`config.mk`:
```
export PLATFORM = sky130hd
export DESIGN_NAME = rqps_cell
export DESIGN_NICKNAME = d
export VERILOG_FILES = /design/src/hw/rtl/ready_queue_policy_select_macros.svh /design/src/hw/rtl/rqps_pkg.sv /design/src/hw/rtl/rqps_cell.sv
export SDC_FILE = /design/constraint.sdc
export NUM_CORES = 1
export LEC_CHECK = 0
export ABC_AREA = 1
export BUFFER_PORTS_ARGS = -buffer_cell sky130_fd_sc_hd__buf_4
export CAP_MARGIN = 20
export CORE_MARGIN = 2
export CORE_UTILIZATION = 26
export CTS_CLUSTER_DIAMETER = 150
export DETAILED_ROUTE_END_ITERATION = 7
export GPL_TIMING_DRIVEN = 0
export PLACE_DENSITY = 0.58
export SYNTH_ARGS = -nofsm -noshare
export SYNTH_HDL_FRONTEND = slang
export SYNTH_SLANG_ARGS = --single-unit
export TNS_END_PERCENT = 50
```
`constraint.sdc`:
```
create_clock -name clk -period 6.8 [get_ports clk]
set_clock_uncertainty 0.05 [all_clocks]
set_input_delay 0 -clock clk [delete_from_list [all_inputs] [get_ports clk]]
set_output_delay 0 -clock clk [all_outputs]
set_load 0.1 [all_outputs]
```
`src/hw/rtl/ready_queue_policy_select_macros.svh`:
```
// assertion macros for the ready queue
`ifndef READY_QUEUE_POLICY_SELECT_MACROS_SVH
`define READY_QUEUE_POLICY_SELECT_MACROS_SVH
`define RQPS_ASSERT_IMP(label, clk, rst_n, a, c) \
    label: assert property (@(posedge clk) disable iff (!rst_n) (a) |-> (c)) \
        else $error("%m: check failed");
`define RQPS_ASSERT_NXT(label, clk, rst_n, a, c) \
    label: assert property (@(posedge clk) disable iff (!rst_n) (a) |=> (c)) \
        else $error("%m: check failed");
`endif

```
`src/hw/rtl/rqps_pkg.sv`:
```
// ---------------------------------------------------------------------------
// rqps_pkg
// types and codes shared by the ready queue cells and control
// ---------------------------------------------------------------------------
package rqps_pkg;
    localparam logic [1:0] CMD_INSERT = 2'd0;
    localparam logic [1:0] CMD_POP    = 2'd1;
    localparam logic [1:0] CMD_ASK    = 2'd2;
    localparam logic [1:0] CMD_NONE   = 2'd3;
    localparam logic [1:0] POL_RR     = 2'd0;
    localparam logic [1:0] POL_BURST  = 2'd1;
    localparam logic [1:0] POL_REM    = 2'd2;
    localparam logic [1:0] POL_PRIO   = 2'd3;

    typedef struct packed {
        logic [7:0]  id;
        logic [15:0] arrival;
        logic [7:0]  prio;
        logic [15:0] burst;
        logic [15:0] remaining;
    } entry_t;

    // candidate travelling along the chain
    typedef struct packed {
        logic   valid;
        entry_t ent;
    } cand_t;

    // control from sequencer to cells
    typedef struct packed {
        logic       scan;
        logic [1:0] key;
        logic       first;
    } cell_ctl_t;

    // true when a comes before b under the selection order
    function automatic logic better(input entry_t a, input entry_t b, input logic [1:0] key);
        logic [15:0] ka;
        logic [15:0] kb;
        logic        tie;
        ka = (key == POL_BURST) ? a.burst : a.remaining;
        kb = (key == POL_BURST) ? b.burst : b.remaining;
        if (a.arrival != b.arrival) tie = a.arrival < b.arrival;
        else if (a.prio != b.prio) tie = a.prio > b.prio;
        else tie = a.id < b.id;
        if (key == POL_PRIO)
        begin
            if (a.prio != b.prio) return a.prio > b.prio;
            return tie;
        end
        if (ka != kb) return ka < kb;
        return tie;
    endfunction
endpackage

```
`src/hw/rtl/rqps_cell.sv`:
```
// ---------------------------------------------------------------------------
// rqps_cell
// one queue slot: holds an entry and forwards the best candidate seen so far
// ---------------------------------------------------------------------------
module rqps_cell
(
    input  logic                clk,
    input  logic                rst_n,
    input  logic                wr_en,
    input  rqps_pkg::entry_t    wr_ent,
    input  logic                occ,
    input  rqps_pkg::cell_ctl_t ctl,
    input  rqps_pkg::cand_t     cand_in,
    output rqps_pkg::cand_t     cand_out,
    output logic                is_best,
    input  logic                take_next,
    input  rqps_pkg::entry_t    next_ent,
    output rqps_pkg::entry_t    ent
);
    rqps_pkg::entry_t ent_reg;
    rqps_pkg::cand_t  cand_reg;
    rqps_pkg::cand_t  cand_next;
    logic             win;

    assign win = occ && (!cand_in.valid || ctl.first ||
                         rqps_pkg::better(ent_reg, cand_in.ent, ctl.key));

    always_comb
    begin
        cand_next = cand_in;
        if (win) cand_next = '{valid: 1'b1, ent: ent_reg};
    end

    // a cell marks itself best when it overrides the incoming candidate
    always_ff @(posedge clk or negedge rst_n)
    begin
        if (!rst_n)
        begin
            cand_reg <= '0;
            is_best  <= 1'b0;
        end
        else if (ctl.scan)
        begin
            cand_reg <= cand_next;
            is_best  <= win;
        end
    end

    always_ff @(posedge clk)
    begin
        if (wr_en) ent_reg <= wr_ent;
        else if (take_next) ent_reg <= next_ent;
    end

    assign cand_out = cand_reg;
    assign ent      = ent_reg;
endmodule

```
==> out/metrics.yaml <==
outcome:
  result_of_the_run: "complete, no violations"
worst_setup_path:
  gate_family_responsible_for_the_most_delay_along_the_worst_path: "simple AND/OR/NAND/NOR gates"
  critical_path.reg2reg.endpoint: "cand_out[4]$_DFFE_PN0P_"
  worst_setup_path_end_kind: "register"
  critical_path_buf_inv_count: 6
  rrSetupSlack_ns: 3.89
  required_ns: 7.07
  setup.worst_path.class: "in -> reg"
  critPathMaxFanout: 10
  crit_arrival_ns: 3.23
  crit_path_cell_trace: "buf_4, nand2_1, clkbuf_1, o21ai_0, ha_1, nand2_1, inv_1, nand3_1, nor3_1, nand2_1, inv_1, nand3_1, a21oi_1, nand2_2, nand2_2, buf_6, buf_6, nand2_1, nand3_1, nand2_1"
  reg2reg_start: "ent[18]$_DFFE_PP_"
  worst_r2r_path_depth: 18
  startpoint_type: "input pin"
  crit_path_max_incr_delay_ns: 0.41
  critical_path.startpoint: "ctl[1]"
  timing.critical_path.mode_cell: "nand2_1"
  cp_slowest_cell: "clkbuf_1"
clock_network:
  numClockSinks: 130
  clk_path_buf_depth: 2
  cts.clk_slew.worst_paths_ns: 0.06
  clock_root_buffer_master: "clkbuf_16"
  cts_post_setup_buffers_inserted: 0
  tritoncts.num_buffers: 17
  worst_skew_pair.late_latency_ns: 0.45
  maximum_level_of_the_cts_h_tree: 4
  cts_tree: "done"
logic_synthesis:
  synth.yosys.seq_area_share_pct: 45.14
  synthDominantCellAreaShare_pct: 24.28
  synth_top_cell_by_area: "edfxtp_1"
  syn_area_um2: 7916
  most_frequently_used_cell_type_in_the_post_synthesis_netlist: "nand2_1"
  synth-async-reset-ratio_pct: 50.77
  netlist_instances: 1081
  postSynthRegisterBits: 130
  synthFlopType: "dfrtp_1"
  synth.top_cells.by_area: "edfxtp_1 24%, nand2_1 23%, dfrtp_1 21%"
  post_synth.cell_area_avg_um2: 7.323
  ys_types: 26
  synth-edff-count: 64
  synth_warnings: 0
  synthTopCellsByCount: "480 x nand2_1, 149 x inv_1, 134 x nand3_1, 66 x dfrtp_1, 64 x edfxtp_1"
  syn_nets: 1330
sta:
  min_period_over_period_pct: 43.56
  finalSetupViolations: 0
  fmaxAchievable_mhz: 337.6
  slew-limit-headroom_pct: 35.12
  finalSetupTns_ns: 0
  final-hold-violation-count: 0
  final_max_slew_viol_count: 0
  min_clock_period_post_route_ns: 2.962
  worst_slew_pin_slew_ns: 0.9732
  hold_ws_ns: 0.03974
  unrepaired_setup_endpoints_after_global_routing: "no"
final_layout:
  multiInputGateArea_um2: 3498
  finalCoreUtilization_pct: 45.10
  largest_reg_flops: 65
  layout.nets: 1875
  areaGrowthSynthToFinish_pct: 69.73
  final-seq-area_um2: 3573
  layout-drive-gt1-share_pct: 23.25
  layout.filler_cells: 2925
worst_hold_path:
  hold_path.class: "in -> reg"
  hold_path_end: "cand_out[31]$_DFFE_PN0P_"
  holdPathStages: 6
  worst_hold_startpoint: "occ"
drt:
  drt_first_iter_violations: 462
  residual_drc: 0
  vias: 9135
  drt-total-wl_mm: 34.15
  count_of_nets_left_with_antenna_violations_after_detail_routing: 0
  vias_per_cell: 4.498
  drt_first_pass_iters: 5
  drt-wirelength-per-cell_um: 16.81
power:
  worst_ir_drop_vdd_mv: 0.1586
  report.power.total_mw: 3.430
  leakage_nw: 7.233
  power.density_nw_per_um2: 255.3
grt:
  groute.usage.overall_pct: 21.37
  busiest_layer: "met2"
  grt_util_met3_pct: 5.499
  grt_max_degree: 67
  grt_pass1_wl_mm: 50.58
  grt_antenna_before_repair: 1
  grt_util_met1_pct: 24.39
  grt_pass1_vias: 9180
  overflow: 0
  use_met2_pct: 39.30
floorplan:
  design.portCount: 332
  floorplan.initialDensity_pct: 26.57
  core_area_um2: 29800
  fp.dieArea_um2: 31860
  die_height_um: 178.5
  rows: 63
  fp.dieW_um: 178.5
placement:
  finalWeightedCongestion: 0.8607
  place.detailed.hpwl_mm: 24.52
  io_buffers: 331
job:
  max_cap_viol_count: 0
cells by family after synthesis:
logic type | Yosys count | synth area share [%]
flops | 130 | 45.14
simple gates | 641 | 32.83
buf+inv | 204 | 10.70
fa+ha+maj | 47 | 7.428
compound gates | 59 | 3.904
power breakdown:
| part | leakage, nW | total, mW | switching [mW] | internal, mW |
|---|---|---|---|---|
| combinational | 5.51 | 1.46 | 1.05 | 0.409 |
| clock | 0.277 | 0.959 | 0.386 | 0.573 |
| sequential | 1.45 | 1.01 | 0.0770 | 0.933 |
metrics by stage:
stage                     worst slack (ns)  cells  cell area (um^2)
after floorplan                      4.013   1081              7916
after global placement               3.434   1802             10890
after detailed placement             3.350   1803             10910
after CTS                            3.804   2029             13430
after global routing                 3.594   2030             13430
final                                3.838   2031             13440
worst min-delay path: stages:
cell	delay (ns)
buf_4	0.09
nand2_2	0.06
buf_6	0.16
nand2_1	0.06
nand3_1	0.06
nand2_1	0.06
how the worst max path moves through the flow:
stage                                    end  slack (ns)  depth (start not counted)
floorplan           cand_out[47]$_DFFE_PN0P_        4.01                         16
global placement    cand_out[44]$_DFFE_PN0P_        3.43                         20
detailed placement  cand_out[44]$_DFFE_PN0P_        3.35                         18
CTS                 cand_out[44]$_DFFE_PN0P_        3.80                         18
global route         cand_out[9]$_DFFE_PN0P_        3.59                         21
finish               cand_out[4]$_DFFE_PN0P_        3.84                         20
timing repair:
item	CTS	global route
hold buffers	194	0
gates resized for setup	0	0
hold endpoints to repair	195	0
cell type report:
cell class	instances	share of cell area (%)
Inverter	150	4.190
Buffer	54	2.114
Multi-Input combinational cell	747	26.04
Timing Repair Buffer	526	33.09
Clock inverter	11	1.024
Sequential cell	130	26.59
Antenna cell	2	0.03725
Tap cell	390	3.632
Clock buffer	21	3.278
routing by layer:
| metal | part of all wire, % | routed length (um) |
|---|---|---|
| met2 | 51 | 17300 |
| met4 | 1.8 | 603 |
| met1 | 40 | 13690 |
| met5 | 0 | 0 |
| met3 | 7.5 | 2547 |
placed cells by master, fill, tap and decap left out:
| cell | synthesis | layout |
|---|---|---|
| buf_4 | 3 | 334 |
| dfrtp_1 | 66 | 66 |
| nor2_1 | 17 | 17 |
| buf_1 | 3 | 3 |
| o21ai_1 | 1 | 1 |
| a21o_1 | 4 | 4 |
| or2_2 | 2 | 1 |
| nand2_2 | 2 | 2 |
| a31oi_1 | 1 | 1 |
| ha_1 | 47 | 47 |
| bufinv_16 | 0 | 3 |
| buf_2 | 2 | 2 |
| inv_2 | 1 | 1 |
| clkbuf_1 | 37 | 41 |
| nand2_1 | 480 | 480 |
| dlygate4sd3_1 | 0 | 194 |
| buf_12 | 0 | 1 |
| clkbuf_16 | 0 | 17 |
| diode_2 | 0 | 2 |
| nand4_1 | 1 | 1 |
| buf_6 | 9 | 9 |
| nor2b_2 | 1 | 1 |
| a21boi_1 | 1 | 1 |
| or2_4 | 0 | 1 |
| nand3_1 | 134 | 134 |
| clkinvlp_4 | 0 | 3 |
| or2_0 | 1 | 1 |
| edfxtp_1 | 64 | 64 |
| o21ai_0 | 34 | 34 |
| inv_1 | 149 | 149 |
| nor2_2 | 1 | 1 |
| nor3_1 | 2 | 2 |
| a21oi_1 | 18 | 18 |
| clkinv_2 | 0 | 5 |
Power figures use the tool's default switching activity.
